## config.mk

```make
export PLATFORM = sky130hd
export DESIGN_NAME = acia_queue
export DESIGN_NICKNAME = d
export VERILOG_FILES = /design/src/rtl/core/acia_pkg.sv /design/src/rtl/core/acia_queue.sv
export SDC_FILE = /design/constraint.sdc
export NUM_CORES = 1
export LEC_CHECK = 0
export BUFFER_PORTS_ARGS = -buffer_cell sky130_fd_sc_hd__buf_2
export CAP_MARGIN = 10
export CORE_MARGIN = 2
export CORE_UTILIZATION = 50
export DETAILED_ROUTE_END_ITERATION = 16
export GPL_ROUTABILITY_DRIVEN = 0
export GPL_TIMING_DRIVEN = 0
export PLACE_DENSITY = 0.77
export SLEW_MARGIN = 15
export SYNTH_ARGS = -nofsm -noshare
export SYNTH_HDL_FRONTEND = slang
export SYNTH_SLANG_ARGS = --single-unit
```

## constraint.sdc

```tcl
create_clock -name clk -period 3.45 [get_ports clk]
set_input_delay 0.5175 -clock clk [delete_from_list [all_inputs] [get_ports clk]]
set_output_delay 0.5175 -clock clk [all_outputs]
set_load 0.02 [all_outputs]
```

## src/rtl/core/acia_pkg.sv

```systemverilog
// shared types, constants and the baud table of the serial adapter
package acia_pkg;

	localparam int FIFO_DEPTH = 1024;
	localparam int FIFO_AW    = $clog2(FIFO_DEPTH);
	localparam int FIFO_CW    = $clog2(FIFO_DEPTH + 1);
	localparam int CNT_W      = 23;
	localparam int TICK_W     = 15;
	localparam int FACTOR_W   = 8;
	localparam int Q_DEPTH    = 2;
	localparam int Q_AW       = $clog2(Q_DEPTH);
	localparam int Q_CW       = $clog2(Q_DEPTH + 1);
	localparam int CFG_AW     = 3;

	localparam logic CFG_IDX_FACTOR = 1'b0;
	localparam logic [FACTOR_W-1:0] FACTOR_RESET = 8'd1;

	localparam int ST_PE   = 0;
	localparam int ST_FE   = 1;
	localparam int ST_OVR  = 2;
	localparam int ST_RDRF = 3;
	localparam int ST_TDRE = 4;
	localparam int ST_IRQ  = 7;
	localparam int CMD_DTR = 0;
	localparam int CMD_RXIRQ_OFF = 1;

	localparam logic [7:0] STATUS_RESET    = 8'h10;
	localparam logic [7:0] SOFT_STATUS_MSK = 8'b1111_1011;
	localparam logic [7:0] SOFT_CMD_MSK    = 8'b1110_0000;
	localparam logic [7:0] RD_DATA_CLR_MSK = 8'hF0;
	localparam logic [7:0] IRQ_CLR_MSK     = 8'h7F;
	localparam logic [7:0] WR_DATA_SET     = 8'h90;

	typedef enum logic [2:0] {
		REQ_WRITE    = 3'd0,
		REQ_READ     = 3'd1,
		REQ_RX       = 3'd2,
		REQ_TICK     = 3'd3,
		REQ_HARD_RST = 3'd4
	} req_kind_t;

	typedef enum logic [1:0] {
		SEL_DATA   = 2'd0,
		SEL_STATUS = 2'd1,
		SEL_CMD    = 2'd2,
		SEL_CTRL   = 2'd3
	} reg_sel_t;

	typedef enum logic [3:0] {
		OP_NOP       = 4'd0,
		OP_WR_DATA   = 4'd1,
		OP_SOFT_RST  = 4'd2,
		OP_WR_CMD    = 4'd3,
		OP_WR_CTRL   = 4'd4,
		OP_RD_DATA   = 4'd5,
		OP_RD_STATUS = 4'd6,
		OP_RD_CMD    = 4'd7,
		OP_RD_CTRL   = 4'd8,
		OP_RX_BYTE   = 4'd9,
		OP_TICK      = 4'd10,
		OP_HARD_RST  = 4'd11
	} op_t;

	typedef struct packed {
		op_t        op;
		logic [7:0] data;
	} acia_op_t;

	typedef struct packed {
		logic push;
		logic pop;
	} q_ctl_t;

	typedef struct packed {
		logic full;
		logic empty;
	} q_stat_t;

	function automatic logic [TICK_W-1:0] baud_ticks(input logic [3:0] idx);
		logic [TICK_W-1:0] t;
		unique case (idx)
			4'd0:  t = 15'd9;
			4'd1:  t = 15'd20000;
			4'd2:  t = 15'd13333;
			4'd3:  t = 15'd9174;
			4'd4:  t = 15'd7463;
			4'd5:  t = 15'd6667;
			4'd6:  t = 15'd3333;
			4'd7:  t = 15'd1667;
			4'd8:  t = 15'd833;
			4'd9:  t = 15'd556;
			4'd10: t = 15'd417;
			4'd11: t = 15'd278;
			4'd12: t = 15'd208;
			4'd13: t = 15'd139;
			4'd14: t = 15'd104;
			4'd15: t = 15'd52;
			default: t = 15'd9;
		endcase
		return t;
	endfunction

endpackage

```

## src/rtl/core/acia_queue.sv

```systemverilog
// short operation queue between front end and execution
module acia_queue
	import acia_pkg::*;
(
	input  logic     clk,
	input  logic     arst_n,
	input  q_ctl_t   ctl,
	input  acia_op_t push_op,
	output acia_op_t head_op,
	output q_stat_t  stat
);

	acia_op_t          entry_q [Q_DEPTH];
	logic [Q_AW-1:0]   wr_ptr_q;
	logic [Q_AW-1:0]   rd_ptr_q;
	logic [Q_CW-1:0]   count_q;
	logic              do_push;
	logic              do_pop;

	assign stat.full  = (count_q == Q_CW'(Q_DEPTH));
	assign stat.empty = (count_q == '0);
	assign do_push    = ctl.push && !stat.full;
	assign do_pop     = ctl.pop && !stat.empty;
	assign head_op    = entry_q[rd_ptr_q];

	always_ff @(posedge clk) begin
		if (do_push) begin
			entry_q[wr_ptr_q] <= push_op;
		end
	end

	always_ff @(posedge clk or negedge arst_n) begin
		if (!arst_n) begin
			wr_ptr_q <= '0;
			rd_ptr_q <= '0;
			count_q  <= '0;
		end else begin
			if (do_push) begin
				wr_ptr_q <= (wr_ptr_q == Q_AW'(Q_DEPTH - 1)) ? '0 : wr_ptr_q + Q_AW'(1);
			end
			if (do_pop) begin
				rd_ptr_q <= (rd_ptr_q == Q_AW'(Q_DEPTH - 1)) ? '0 : rd_ptr_q + Q_AW'(1);
			end
			if (do_push && !do_pop) begin
				count_q <= count_q + Q_CW'(1);
			end else if (do_pop && !do_push) begin
				count_q <= count_q - Q_CW'(1);
			end
		end
	end

endmodule

```

=== After elaboration in Yosys (flattened, before gate mapping) ===
Memories as Yosys holds them, arrays and structs flattened.
Cells that the tools add are included.

* Memories kept: 1
* Bits of input ports: 16
* Register bits after elaboration: 4
* Memory bits (writable): 24

* Equal/unequal tests: 1
* $add $sub $neg: 4
* Muxes and demuxes: 6
* Reductions and logical operators: 10

{| class="wikitable"
|+ Memories
! name !! depth !! bits a word !! rd ports !! clocked after memory_dff !! write ports !! RTL line !! text
|-
| entry_q || 2 || 12 || 1 || 0 || 1 || acia_queue.sv:13 || <nowiki>acia_op_t entry_q [Q_DEPTH];</nowiki>
|}

{| class="wikitable"
|+ Operator list
! operator !! count
|-
| $logic_and 1x1->1 || 4
|-
| $logic_not 1->1 || 4
|-
| $mux 1 || 4
|-
| $mux 2 || 2
|-
| $add 1x1->1 const B || 2
|-
| $add 2x1->2 const B || 1
|-
| $eq 2x2->1 const B || 1
|-
| $logic_not 2->1 || 1
|-
| $reduce_bool 2->1 || 1
|-
| $sub 2x1->2 const B || 1
|}

=== Logic depth before layout (Yosys ltp) ===
* Word-level depth: 7
* Gate-level depth with buffers: 7

=== Worst setup path before layout ===
Ideal clock, no wire load.

* Path kind: register -> register
* Start: register count_q[0]
* End: memory entry_q[0][0] in the netlist's numbering (enable)
* Setup time: 380 ps
* Buffers on the path: 0
* Stages on the path, launching flop included: 4
* Setup slack: 1900 ps
* Data arrival time: 1170 ps
* Required time: 3070 ps
* Path through: dfrtp_1 nand2b_1 nand2_2 nor2_1

* Longest elaborated chain between the ends: 5

{| class="wikitable"
|+ RTL lines
! what !! RTL line !! text
|-
| start, declared || acia_queue.sv:16 || <nowiki>logic [Q_CW-1:0] count_q;</nowiki>
|-
| start signal, assigned || acia_queue.sv:45 || <nowiki>count_q <= count_q + Q_CW'(1);</nowiki>
|-
| start signal, assigned || acia_queue.sv:47 || <nowiki>count_q <= count_q - Q_CW'(1);</nowiki>
|-
| $eq 2x2->1 || acia_queue.sv:20 || <nowiki>assign stat.full = (count_q == Q_CW'(Q_DEPTH));</nowiki>
|-
| $logic_not 1->1 || acia_queue.sv:22 || <nowiki>assign do_push = ctl.push && !stat.full;</nowiki>
|-
| $logic_and 1x1->1 || acia_queue.sv:22 ||
|-
| $mux 1 || acia_queue.sv:27 || <nowiki>if (do_push) begin</nowiki>
|-
| $mux 1 (not written as such) || acia_queue.sv:28 || <nowiki>entry_q[wr_ptr_q] <= push_op;</nowiki>
|-
| end, declared || acia_queue.sv:13 ||
|}

No other way between the ends.

==> flow_summary.ini <==
[layout]
fin_nets = 108
filler_cell_count = 152
final_cell_area_mm2 = 0.001315
combined_area_of_the_multi_input_logic_cells_um2 = 260.3
layoutNonFillerInstCount = 117
layout.core_utilization_pct = 65.04
final_layout_size_suffix_gt1_share_pct = 48.89
ff_latch_area_um2 = 820.8
area_delta_synth_final_pct = 19.57
num_antenna_cells = 0

[setup_path]
worstSetupPathType = register to primary output
reg2reg_slack_ns = 1.63
startpoint_type = register
r2r.worst_path.cells = 3
regToRegStartpoint = count_q[0]
worst_setup_path_endpoint = head_op[9]
critical_r2r_capture = entry_q[0][11]
timing.critical_path.from = rd_ptr_q
critical_path_arrival_ns = 1.45
worstSetupEndpointType = primary output
path_max_fanout = 10
required_ns = 2.93

[synth]
mean_post_synth_cell_area_um2 = 19.64
synth_cell_types = 15
yosysSeqAreaShare_pct = 74.63
post-synth-top-area-fraction_pct = 65.53
synth_area_leader_cell = sky130_fd_sc_hd__edfxtp_1
synth.yosys.warnings = 0
syn-instance-count = 56
synth.cell_area_mm2 = 0.001100
mappedNetlistNets = 73
area_contributors_post_synth = sky130_fd_sc_hd__edfxtp_1, sky130_fd_sc_hd__mux2_4, sky130_fd_sc_hd__dfrtp_1
synth-seq-cells = 28

[worst_hold_path]
holdCritPathClass = primary input to register

[sta]
setup_viol = 0
final_min_period_over_clock_period_pct = 56.94
slew-limit-headroom_pct = 34.17
final_period_minus_worst_setup_slack_ns = 1.965
finalClockSkew_ns = 0.007009
worst_pin_slew_ns = 0.9838
grt_setup_unrepaired = false
tns_ns = 0
drv_slew = 0
timing.fmax_mhz = 509.0
final-hold-violation-count = 0

[grt]
maximum_number_of_pins_on_one_net_before_global_route_repair = 16
grt_pass1_wl_um = 2559
antenna_found_initial = 0
globalRouteTotalUtil_pct = 13.93
grt_pass1_vias = 564
grt_remaining_overflow = 0

[clock_tree]
htree_levels = 1
tritoncts_num_sinks = 28
numCtsBuffers = 3
post-cts-setup-buffer-count = 0
cts_resized = 0
clk-insertion-delay-late_ns = 0.32
cts_tree = done
clock_slew_at_the_register_clock_pins_of_the_worst_setup_and_hold_paths_ns = 0.14
cts_root_buf = sky130_fd_sc_hd__clkbuf_4
clockBufferDepth = 2

[run]
timing.max_cap.violations = 0

[route]
post-route-drc-count = 0
post_drt_wl_per_cell_um = 13.29
detail_route.iter0.violations = 2
routed_wirelength_um = 1555
via_count = 556
route.detailed.vias_per_inst = 4.752
drt_pre_antenna_iters = 2
antenna_violating_nets_post_route = 0

[placement]
placed_cell_area_mm2 = 0.001279
io_buffers = 29
dp.final_hpwl_um = 1164
dp.cells = 112

[floorplan]
die_h_um = 50.90
floorplan.core_area_mm2 = 0.002022
dieArea_mm2 = 0.002591
i_o_pin_total = 30
dieWidth_um = 50.90
start_util_pct = 54.39
number_of_standard_cell_rows_in_the_floorplan = 16

[run_status]
run_status = finished, final reports clean

[power_and_ir_drop]
worst_ir_drop_vdd_mv = 0.5650
total_leakage_power_nw = 0.5534
cellPowerDensity_mw_per_mm2 = 829.0
design_power_total_mw = 1.090
synthesized netlist by cell type, drive strengths merged:
cell	instances
and3	1
inv	2
dfrtp	4
nor2	3
edfxtp	24
mux2	12
xnor2	3
xor2	2
nand2	1
buf	1
nand2b	1
ha	1
o21ai	1
timing repair:
item                                    in CTS  in global routing
hold endpoints to repair                     4                  0
hold buffers                                 1                  0
endpoints found under the setup margin       0                  0
worst min path at each step:
stage	start	end	cells after the start
2_1_floorplan	arst_n	count_q[0]	0
3_3_place_gp	arst_n	count_q[1]	1
3_5_place_dp	arst_n	count_q[1]	1
4_1_cts	push_op[1]	entry_q[1][1]	1
5_1_grt	push_op[11]	entry_q[1][11]	1
6_report	push_op[7]	entry_q[0][7]	1
cells by family (layout without fill, tap and decap cells):
group,Yosys count,in the layout,share of synthesized area [%]
mux,12,12,15.36
xor+xnor,5,5,3.983
flops,28,28,74.63
buf+inv,3,37,1.707
simple gates,6,6,2.731
compound gates,1,1,0.4546
fa+ha+maj,1,1,1.137
routing by layer:
layer / vias up / part of all wire [%] / global-route usage (%)
li1: 274 / - / -
met1: 259 / 39 / 16.70
met2: 19 / 54 / 23.81
met3: 4 / 4.8 / 2.924
met4: 0 / 1.9 / 6.757
met5: - / 0 / 0
layout by cell type, fill, tap and decap left out:
cell type and count:
sky130_fd_sc_hd__buf_2 29, sky130_fd_sc_hd__edfxtp_1 24, sky130_fd_sc_hd__mux2_4 9, sky130_fd_sc_hd__dfrtp_1 4, sky130_fd_sc_hd__nor2_1 3, sky130_fd_sc_hd__xnor2_1 3, sky130_fd_sc_hd__clkbuf_4 3, sky130_fd_sc_hd__inv_1 2
sky130_fd_sc_hd__mux2_1 2, sky130_fd_sc_hd__xor2_1 2, sky130_fd_sc_hd__buf_6 1, sky130_fd_sc_hd__nand2b_1 1, sky130_fd_sc_hd__nand2_2 1, sky130_fd_sc_hd__o21ai_1 1, sky130_fd_sc_hd__and3_1 1, sky130_fd_sc_hd__mux2_2 1
sky130_fd_sc_hd__ha_1 1, sky130_fd_sc_hd__clkinv_1 1, sky130_fd_sc_hd__dlygate4sd3_1 1
worst max-delay path: stages (launching register included):
cell                      delay (ns)
sky130_fd_sc_hd__dfrtp_1        0.46
sky130_fd_sc_hd__buf_6          0.20
sky130_fd_sc_hd__mux2_4         0.31
sky130_fd_sc_hd__buf_2          0.16
through the flow:
| stage | hold slack (ns) | setup slack, ns |
|---|---|---|
| 2_1_floorplan | 0.2219 | 1.900 |
| 3_3_place_gp | 0.3253 | 1.575 |
| 3_5_place_dp | 0.3331 | 1.612 |
| 4_1_cts | 0.3709 | 1.458 |
| 5_1_grt | 0.3614 | 1.390 |
| 6_report | 0.3776 | 1.485 |
power by group:
part	internal, mW	switching, mW
sequential	0.471	0.0454
combinational	0.203	0.242
clock	0.0423	0.0866
total	0.716	0.374
flip-flops by register name (all words and copies together) (netlist names):
signal    count
wr_ptr_q      1
entry_q      24
rd_ptr_q      1
count_q       2
layout make-up:
class | count | area share [%]
clock buffers | 3 | 1.713
multi-input cells | 25 | 19.79
inverters | 2 | 0.5709
flip-flops and latches | 28 | 62.42
repair buffers | 30 | 11.80
clock inverters | 1 | 0.2854
well taps | 27 | 2.569
plain buffers | 1 | 0.8563
(Power assumes the default switching activity.)
