--- src/rtl/core/acia_pkg.sv ---
// shared types, constants and the baud table of the serial adapter
package acia_pkg;

	localparam int FIFO_DEPTH = 1024;
	localparam int FIFO_AW    = $clog2(FIFO_DEPTH);
	localparam int FIFO_CW    = $clog2(FIFO_DEPTH + 1);
	localparam int CNT_W      = 23;
	localparam int TICK_W     = 15;
	localparam int FACTOR_W   = 8;
	localparam int Q_DEPTH    = 2;
	localparam int Q_AW       = $clog2(Q_DEPTH);
	localparam int Q_CW       = $clog2(Q_DEPTH + 1);
	localparam int CFG_AW     = 3;

	localparam logic CFG_IDX_FACTOR = 1'b0;
	localparam logic [FACTOR_W-1:0] FACTOR_RESET = 8'd1;

	localparam int ST_PE   = 0;
	localparam int ST_FE   = 1;
	localparam int ST_OVR  = 2;
	localparam int ST_RDRF = 3;
	localparam int ST_TDRE = 4;
	localparam int ST_IRQ  = 7;
	localparam int CMD_DTR = 0;
	localparam int CMD_RXIRQ_OFF = 1;

	localparam logic [7:0] STATUS_RESET    = 8'h10;
	localparam logic [7:0] SOFT_STATUS_MSK = 8'b1111_1011;
	localparam logic [7:0] SOFT_CMD_MSK    = 8'b1110_0000;
	localparam logic [7:0] RD_DATA_CLR_MSK = 8'hF0;
	localparam logic [7:0] IRQ_CLR_MSK     = 8'h7F;
	localparam logic [7:0] WR_DATA_SET     = 8'h90;

	typedef enum logic [2:0] {
		REQ_WRITE    = 3'd0,
		REQ_READ     = 3'd1,
		REQ_RX       = 3'd2,
		REQ_TICK     = 3'd3,
		REQ_HARD_RST = 3'd4
	} req_kind_t;

	typedef enum logic [1:0] {
		SEL_DATA   = 2'd0,
		SEL_STATUS = 2'd1,
		SEL_CMD    = 2'd2,
		SEL_CTRL   = 2'd3
	} reg_sel_t;

	typedef enum logic [3:0] {
		OP_NOP       = 4'd0,
		OP_WR_DATA   = 4'd1,
		OP_SOFT_RST  = 4'd2,
		OP_WR_CMD    = 4'd3,
		OP_WR_CTRL   = 4'd4,
		OP_RD_DATA   = 4'd5,
		OP_RD_STATUS = 4'd6,
		OP_RD_CMD    = 4'd7,
		OP_RD_CTRL   = 4'd8,
		OP_RX_BYTE   = 4'd9,
		OP_TICK      = 4'd10,
		OP_HARD_RST  = 4'd11
	} op_t;

	typedef struct packed {
		op_t        op;
		logic [7:0] data;
	} acia_op_t;

	typedef struct packed {
		logic push;
		logic pop;
	} q_ctl_t;

	typedef struct packed {
		logic full;
		logic empty;
	} q_stat_t;

	function automatic logic [TICK_W-1:0] baud_ticks(input logic [3:0] idx);
		logic [TICK_W-1:0] t;
		unique case (idx)
			4'd0:  t = 15'd9;
			4'd1:  t = 15'd20000;
			4'd2:  t = 15'd13333;
			4'd3:  t = 15'd9174;
			4'd4:  t = 15'd7463;
			4'd5:  t = 15'd6667;
			4'd6:  t = 15'd3333;
			4'd7:  t = 15'd1667;
			4'd8:  t = 15'd833;
			4'd9:  t = 15'd556;
			4'd10: t = 15'd417;
			4'd11: t = 15'd278;
			4'd12: t = 15'd208;
			4'd13: t = 15'd139;
			4'd14: t = 15'd104;
			4'd15: t = 15'd52;
			default: t = 15'd9;
		endcase
		return t;
	endfunction

endpackage

--- src/rtl/core/acia_if.sv ---
// request and result channel interfaces of the serial adapter
interface acia_req_if;
	logic       valid;
	logic       ready;
	logic [2:0] req_type;
	logic [1:0] reg_select;
	logic [7:0] write_data;
	logic [7:0] rx_byte;

	modport source (output valid, req_type, reg_select, write_data, rx_byte, input ready);
	modport sink (input valid, req_type, reg_select, write_data, rx_byte, output ready);
endinterface


--- src/rtl/core/acia_front.sv ---
// front end: accepts requests and decodes them into operations
module acia_front
	import acia_pkg::*;
(
	acia_req_if.sink   req,
	input  q_stat_t    q_stat,
	output logic       push,
	output acia_op_t   push_op
);

	assign req.ready = !q_stat.full;
	assign push      = req.valid && !q_stat.full;

	always_comb begin
		push_op.data = req.write_data;
		push_op.op   = OP_NOP;
		case (req.req_type)
			REQ_WRITE: begin
				unique case (req.reg_select)
					SEL_DATA:   push_op.op = OP_WR_DATA;
					SEL_STATUS: push_op.op = OP_SOFT_RST;
					SEL_CMD:    push_op.op = OP_WR_CMD;
					SEL_CTRL:   push_op.op = OP_WR_CTRL;
					default:    push_op.op = OP_NOP;
				endcase
			end
			REQ_READ: begin
				unique case (req.reg_select)
					SEL_DATA:   push_op.op = OP_RD_DATA;
					SEL_STATUS: push_op.op = OP_RD_STATUS;
					SEL_CMD:    push_op.op = OP_RD_CMD;
					SEL_CTRL:   push_op.op = OP_RD_CTRL;
					default:    push_op.op = OP_NOP;
				endcase
			end
			REQ_RX: begin
				push_op.op   = OP_RX_BYTE;
				push_op.data = req.rx_byte;
			end
			REQ_TICK:     push_op.op = OP_TICK;
			REQ_HARD_RST: push_op.op = OP_HARD_RST;
			default:      push_op.op = OP_NOP;
		endcase
	end

endmodule

--- src/flat_wrapper.sv ---
// flat-port wrapper written by rule: the top's interface ports become plain ports
module acia_front_flat import acia_pkg::*;
  (q_stat, push, push_op, req_valid, req_req_type, req_reg_select, req_write_data, req_rx_byte, req_ready);
  acia_req_if req_i ();
  input  q_stat_t q_stat;
  output logic push;
  output acia_op_t push_op;
  input wire logic [$bits(req_i.valid)-1:0] req_valid;
  input wire logic [$bits(req_i.req_type)-1:0] req_req_type;
  input wire logic [$bits(req_i.reg_select)-1:0] req_reg_select;
  input wire logic [$bits(req_i.write_data)-1:0] req_write_data;
  input wire logic [$bits(req_i.rx_byte)-1:0] req_rx_byte;
  output wire logic [$bits(req_i.ready)-1:0] req_ready;
  assign req_i.valid = req_valid;
  assign req_i.req_type = req_req_type;
  assign req_i.reg_select = req_reg_select;
  assign req_i.write_data = req_write_data;
  assign req_i.rx_byte = req_rx_byte;
  assign req_ready = req_i.ready;
  acia_front u_core (.req(req_i), .q_stat(q_stat), .push(push), .push_op(push_op));
endmodule
--- config.mk ---
export PLATFORM = sky130hd
export DESIGN_NAME = acia_front_flat
export DESIGN_NICKNAME = d
export VERILOG_FILES = /design/src/rtl/core/acia_pkg.sv /design/src/rtl/core/acia_if.sv /design/src/rtl/core/acia_front.sv /design/src/flat_wrapper.sv
export SDC_FILE = /design/constraint.sdc
export NUM_CORES = 1
export LEC_CHECK = 0
export BUFFER_PORTS_ARGS = -buffer_cell sky130_fd_sc_hd__buf_2
export CAP_MARGIN = 20
export CORE_AREA = 2 2 39 41
export DETAILED_ROUTE_END_ITERATION = 10
export DIE_AREA = 0 0 41 43
export PLACE_DENSITY = 0.64
export SLEW_MARGIN = 30
export SYNTH_ARGS = -nofsm -noshare
export SYNTH_HDL_FRONTEND = slang
export SYNTH_SLANG_ARGS = --single-unit
export TNS_END_PERCENT = 30
--- constraint.sdc ---
create_clock -name vclk -period 0.9
set_input_delay 0 -clock vclk [all_inputs]
set_output_delay 0 -clock vclk [all_outputs]
set_load 0.02 [all_outputs]
### Yosys cells after proc, flatten, opt, wreduce, memory -nomap -nowiden

Index checks and enable logic that the tools add are counted.

| word-level totals | value |
|---|---|
| input bits | 24 |
| bits in registers | 0 |

| operators by class | value |
|---|---|
| equality and inequality tests | 7 |
| reduce and logical (&&, ||, !) cells | 4 |
| multiplexer cells | 4 |

Operators with widths:

| cell | number |
|---|---|
| $pmux W4 S4 | 2 |
| $pmux W4 S5 | 1 |
| $mux W8 | 1 |
| $eq A3 B2 Y1 const B | 2 |
| $eq A2 B2 Y1 const B | 2 |
| $eq A3 B1 Y1 const B | 1 |
| $eq A3 B3 Y1 const B | 1 |
| $logic_not A3 Y1 | 1 |
| $eq A2 B1 Y1 const B | 1 |
| $logic_not A2 Y1 | 1 |
| $logic_and A1 B1 Y1 | 1 |
| $logic_not A1 Y1 | 1 |

### Depth between registers and ports, before layout

Gate-level depths: netlist of the first run.

| logic depth | value |
|---|---|
| depth in word-level cells | 3 |
| gate-level depth with buffers | 4 |
| depth with buffers taken out | 4 |

### Worst setup path after synthesis of the first run

Ideal clock, no wire load.

| path | value |
|---|---|
| path type | input to output |
| start point | in req_req_type[0] |
| end point | out push_op[0] (netlist bit) |
| data arrival time | 0.930 ns |
| slack | -0.030 ns |
| required time | 0.900 ns |
| stages | 3 |
| path buffers | 1 |
| path through | buf_2 -> nor3b_4 -> mux2_2 |

RTL lines:

| element | line | source |
|---|---|---|
| start: declaration | flat_wrapper.sv:9 | `input wire logic [$bits(req_i.req_type)-1:0] req_req_type;` |
| end: declaration | flat_wrapper.sv:7 | `output acia_op_t push_op;` |

==> summary.md, run 1 <==
| Metric | Value |
|---|---|
| Syn_nets | 57 |
| Placer Congestion | 0.594 |
| Final design instance area without fill | 621 um^2 |
| Netlist Area Pre-Place | 254 um^2 |
| Routed wire per std cell | 11.9 um |
| Number of hold-repair buffers added at the cts stage | 0 |
| Cell count after placement | 86 |
| Setup repair after global routing missed its margin | true |
| Maximum ir drop on the vdd rail | 0.258 mV |
| Syn. warnings | 0 |
| Setup crit end kind | output pin |
| Ratio of cells with drive above 1 in the final layout | 81.4% |
| Share of Yosys cell area claimed by the top area cell type | 35.5% |
| Final Total Pwr | 0.362 mW |
| Endpoint required time on the critical path | 0.90 ns |
| Overall track demand over capacity in global routing | 12.0% |
| Most frequent cell on the critical path | buf_6 |
| Initial antenna violation count | 0 |
| Die area | 1760 um^2 |
| Number of endpoints failing setup at the final stage | 8 |
| Biggest cell delay along the critical path | 0.32 ns |
| Pins over their slew limit | 0 |
| Number of nets with antenna violations after detailed routing | 0 |
| Post-route clock period utilization | 103% |
| Cell depth of the worst hold path | 3 |
| Final core utilization | 44.8% |
| DR pass1 iterations | 3 |
| Hpwl dp | 648 um |
| PortBufs | 37 |
| Arrival @ worst endpoint | 0.92 ns |
| Average vias per placed instance | 4.16 |
| Sequential share of the synthesized area | 0% |
| Startpoint of the tightest hold check path | q_stat[1] |
| # DRC | 0 |
| Transition time of the tightest slew-check pin | 0.141 ns |
| Reg area | 0 um^2 |
| Cell types occupying the most area after synthesis | mux2_2, ha_1, nor3b_4 |
| Effective utilization at floorplan | 18.4% |
| Outcome | finished, violations left |
| Width of the die | 41 um |
| Setup WS post-layout | -0.0249 ns |
| Clock buffer count | 0 |
| Layout Area Growth over Synthesis | 144% |
| Die H | 43 um |
| Highest attainable clock frequency | 1080 MHz |
| Max capacitance violation total | 0 |
| Synth area leader | mux2_2 |
| Most common cell after layout, fill and taps aside | buf_2 |
| Violated checks | negative setup slack |
| Leftover overflow at the end of global routing | 0 |
| Number of global-route vias before repair | 352 |
| Number of hold violations in the final report | 0 |
| Largest fanout on the critical path | 8 |
| Bufs and invs on worst path | 3 |
| Placement Cell Area | 487 um^2 |
| Wire length of the first global-routing pass | 1540 um |
| Total number of vias | 358 |
| Cell with the largest stage delay on the worst path | mux2_4 |
| End point of the worst hold path | req_ready |
| Worst hold path class | in2out |
| Areal power density over the cells | 583 nW/um^2 |
| Largest net degree at the start of global routing | 9 |
| Ports | 38 |
| Crit-path leading delay family | buffers and inverters |
| Standard-cell rows | 14 |
| Std-Cell Core Area | 1380 um^2 |
| Cell Chain, Critical Path | buf_6 -> nor3b_4 -> buf_6 -> mux2_4 -> buf_6 |
| Sequential cell count of the final layout | 0 |
| Cell variety after synth | 15 |
| Drt total wl | 1020 um |
| Count of nets after finishing | 99 |
| Crit start category | input port |
| Worst relative slew slack | 90.4% |
| Post-layout minimum cycle time | 0.925 ns |
| Final Hold Slack | 0.259 ns |
| Final Instance Count excl. Fillers | 86 |
| Syn_area_per_cell | 8.47 um^2 |
| N_diodes | 0 |
| Class of the most critical setup path | in2out |
| Top library cells by usage in the layout, fill and taps aside | buf_2, buf_6, mux2_4 |
| Leakage | 0.331 nW |
| Number of violations reported at the end of detailed-routing iteration 0 | 2 |
| Mapped Cells | 30 |
-- stage by stage --
stage	setup TNS (ns)	setup slack, ns
after floorplan	-0.243	-0.0304
after global placement	-0.454	-0.0686
after detailed placement	-0.520	-0.0746
after CTS	-0.0317	-0.00834
after global routing	-0.403	-0.0603
final	-0.133	-0.0249
-- synth_stat cells --
cell type  count
buf_2          1
a21oi_1        1
o21bai_1       2
o22ai_1        2
nor2b_1        1
ha_1           3
clkbuf_2       1
or2_2          1
mux2_2         8
mux2i_1        1
nor2_1         2
nor3b_4        1
xnor2_1        2
nand2b_1       1
inv_1          3
-- tightest hold or removal path, cell delays in order --
cell and delay, ns:
buf_2 0.09, inv_1 0.03, buf_2 0.14
-- final cells by class --
class                      count  area [um^2]
fill                         123          763
multi-input combinational     25          298
timing repair buffer          42          292
tap                           16         20.0
inverter                       3         11.3
-- power by group --
part           leakage (nW)  internal, mW  switching, mW
Combinational         0.331         0.200          0.161
Clock                     0             0              0
Sequential                0             0              0
Total                 0.331         0.200          0.161
-- layer usage --
metal	vias up	GRT usage (%)	part of all wire [%]	wire length [um]
li1	184	-	-	-
met1	165	16.5	34	344
met2	9	21.3	64	653
met3	0	0	2.4	25
met4	0	0	0	0
met5	-	0	0	0
-- worst max path at each step --
stage | startpoint | cells past startpoint | endpoint
after detailed placement | req_req_type[0] | 5 | push_op[5]
final | req_req_type[2] | 5 | push_op[0]
after global placement | req_req_type[0] | 5 | push_op[0]
after floorplan | req_req_type[0] | 3 | push_op[0]
after global routing | req_req_type[2] | 5 | push_op[0]
after CTS | req_req_type[2] | 5 | push_op[5]
-- logic make-up after synthesis --
family | synth area share [%]
buffers and inverters | 8.37
muxes | 39.4
and+or+nand+nor | 17.7
xor gates and xnor gates | 6.90
AOI/OAI and AO/OA | 12.8
adders and majority gates | 14.8
-- timing repair --
action,4_1_cts,5_1_grt
hold endpoints to repair,0,0
setup endpoints to repair,8,9
pin swaps,1,3
setup buffers,0,0
gates resized for setup,27,6
(Power assumes the default switching activity.)
==> inputs of run 2 (changes only) <==
--- a/config.mk
+++ b/config.mk
@@ -11,6 +11,7 @@
 export DETAILED_ROUTE_END_ITERATION = 10
 export DIE_AREA = 0 0 41 43
 export PLACE_DENSITY = 0.64
+export RECOVER_POWER = 50
 export SLEW_MARGIN = 30
 export SYNTH_ARGS = -nofsm -noshare
 export SYNTH_HDL_FRONTEND = slang
==> run 2 against run 1 <==
Compared with the run above: the run still ends with negative setup slack left; utilization is 0.18 points lower; flip-flop and latch count stayed put; first-iteration DRC count stayed put; critical path depth stayed put; via count stayed put; total power is 0.34% lower; cell area is 0.40% lower; setup slack stayed put; clock-buffer cell count stayed put; wire length is 0.20% lower; highest routed layer unchanged.
==> summary.md, run 2 (synthesis results as in run 1) <==
| Metric | Value |
|---|---|
| Outcome | finished, violations left |
| Violated checks | negative setup slack |
| Sequential cell count of the final layout | 0 |
| Bufs and invs on worst path | 3 |
| Drt total wl | 1020 um |
| Layout Area Growth over Synthesis | 143% |
| PortBufs | 37 |
| Wire length of the first global-routing pass | 1540 um |
| Standard-cell rows | 14 |
| Layout fillers | 125 |
| Count of nets after finishing | 99 |
| Placement Cell Area | 487 um^2 |
| Setup repair after global routing missed its margin | true |
| Number of hold violations in the final report | 0 |
| Number of hold-repair buffers added at the cts stage | 0 |
| Worst setup path startpoint | req_req_type[2] |
| Number of nets with antenna violations after detailed routing | 0 |
| Die area | 1760 um^2 |
| Number of violations reported at the end of detailed-routing iteration 0 | 2 |
| Final Total Pwr | 0.360 mW |
| Pins over their slew limit | 0 |
| Leakage | 0.325 nW |
| Buffers inserted by post-CTS timing repair | 0 |
| Most common cell after layout, fill and taps aside | buf_2 |
| Ratio of cells with drive above 1 in the final layout | 78.6% |
| Most frequent cell on the critical path | buf_6 |
| Average vias per placed instance | 4.16 |
| Crit-path leading delay family | buffers and inverters |
| Initial antenna violation count | 0 |
| Overall track demand over capacity in global routing | 12.0% |
| Reg area | 0 um^2 |
| Die H | 43 um |
| Post-layout minimum cycle time | 0.925 ns |
| Setup WS post-layout | -0.0249 ns |
| Startpoint of the tightest hold check path | q_stat[1] |
| Hpwl dp | 648 um |
| Ports | 38 |
| Placer Congestion | 0.594 |
| Largest net degree at the start of global routing | 9 |
| Number of endpoints failing setup at the final stage | 8 |
| Width of the die | 41 um |
| Worst hold path class | in2out |
| DR pass1 iterations | 3 |
| Final core utilization | 44.7% |
| Areal power density over the cells | 583 nW/um^2 |
| Leftover overflow at the end of global routing | 0 |
| Largest fanout on the critical path | 8 |
| Maximum ir drop on the vdd rail | 0.258 mV |
| Worst relative slew slack | 83.3% |
| Number of global-route vias before repair | 352 |
| Clock buffer count | 0 |
| Effective utilization at floorplan | 18.4% |
| Highest attainable clock frequency | 1080 MHz |
| Std-Cell Core Area | 1380 um^2 |
| Transition time of the tightest slew-check pin | 0.252 ns |
| Class of the most critical setup path | in2out |
| Post-route clock period utilization | 103% |
| Routed wire per std cell | 11.9 um |
| Setup crit end kind | output pin |
| Cell with the largest stage delay on the worst path | mux2_4 |
| Cell Chain, Critical Path | buf_6 -> nor3b_4 -> buf_6 -> mux2_4 -> buf_6 |
| Total number of vias | 358 |
| Biggest cell delay along the critical path | 0.32 ns |
| Max capacitance violation total | 0 |
| Arrival @ worst endpoint | 0.92 ns |
| Endpoint required time on the critical path | 0.90 ns |
| Final design instance area without fill | 618 um^2 |
| N_diodes | 0 |
| Crit start category | input port |
| # DRC | 0 |
| Top library cells by usage in the layout, fill and taps aside | buf_2, buf_6, mux2_4 |
## run 2: repair_timing
| item | CTS | global route |
|---|---|---|
| gates cloned | 0 | 0 |
| resized for setup | 27 | 6 |
| pin swaps | 1 | 3 |
| setup endpoints to repair | 8 | 9 |
## run 2: per-layer routing
| layer | vias to the layer above | GRT usage (%) | wire length (um) |
|---|---|---|---|
| met5 | - | 0 | 0 |
| met4 | 0 | 0 | 0 |
| met3 | 0 | 0 | 25 |
| met2 | 9 | 21.3 | 653 |
| met1 | 165 | 16.5 | 342 |
| li1 | 184 | - | - |
## run 2: area by class of cell
type / count / area, um^2 / area share, %
Inverter: 3 / 11.3 / 1.82
Multi-Input combinational cell: 25 / 298 / 48.2
Tap cell: 16 / 20.0 / 3.24
Timing Repair Buffer: 42 / 289 / 46.8
## run 2: worst min-delay path: cells and delay by family
kind | cells | cell delay (ns)
buf+inv | 3 | 0.28
## run 2: power by group
| group | internal (mW) | leakage, nW | total, mW | switching [mW] |
|---|---|---|---|---|
| Clock | 0 | 0 | 0 | 0 |
| Sequential | 0 | 0 | 0 | 0 |
| Combinational | 0.199 | 0.325 | 0.360 | 0.161 |
| Total | 0.199 | 0.325 | 0.360 | 0.161 |
## run 2: final timing paths
| kind | endpoint | slack, ns | cells past startpoint |
|---|---|---|---|
| min | req_ready | 0.27 | 3 |
| max | push_op[0] | -0.02 | 5 |
## run 2: metrics by stage
stage	setup slack [ns]	cells	hold slack, ns	TNS, ns
after floorplan	-0.0304	30	0.0766	-0.243
after global placement	-0.0686	86	0.254	-0.454
after detailed placement	-0.0746	86	0.261	-0.520
after CTS	-0.00834	86	0.262	-0.0317
after global routing	-0.0603	86	0.290	-0.403
final	-0.0249	86	0.272	-0.133
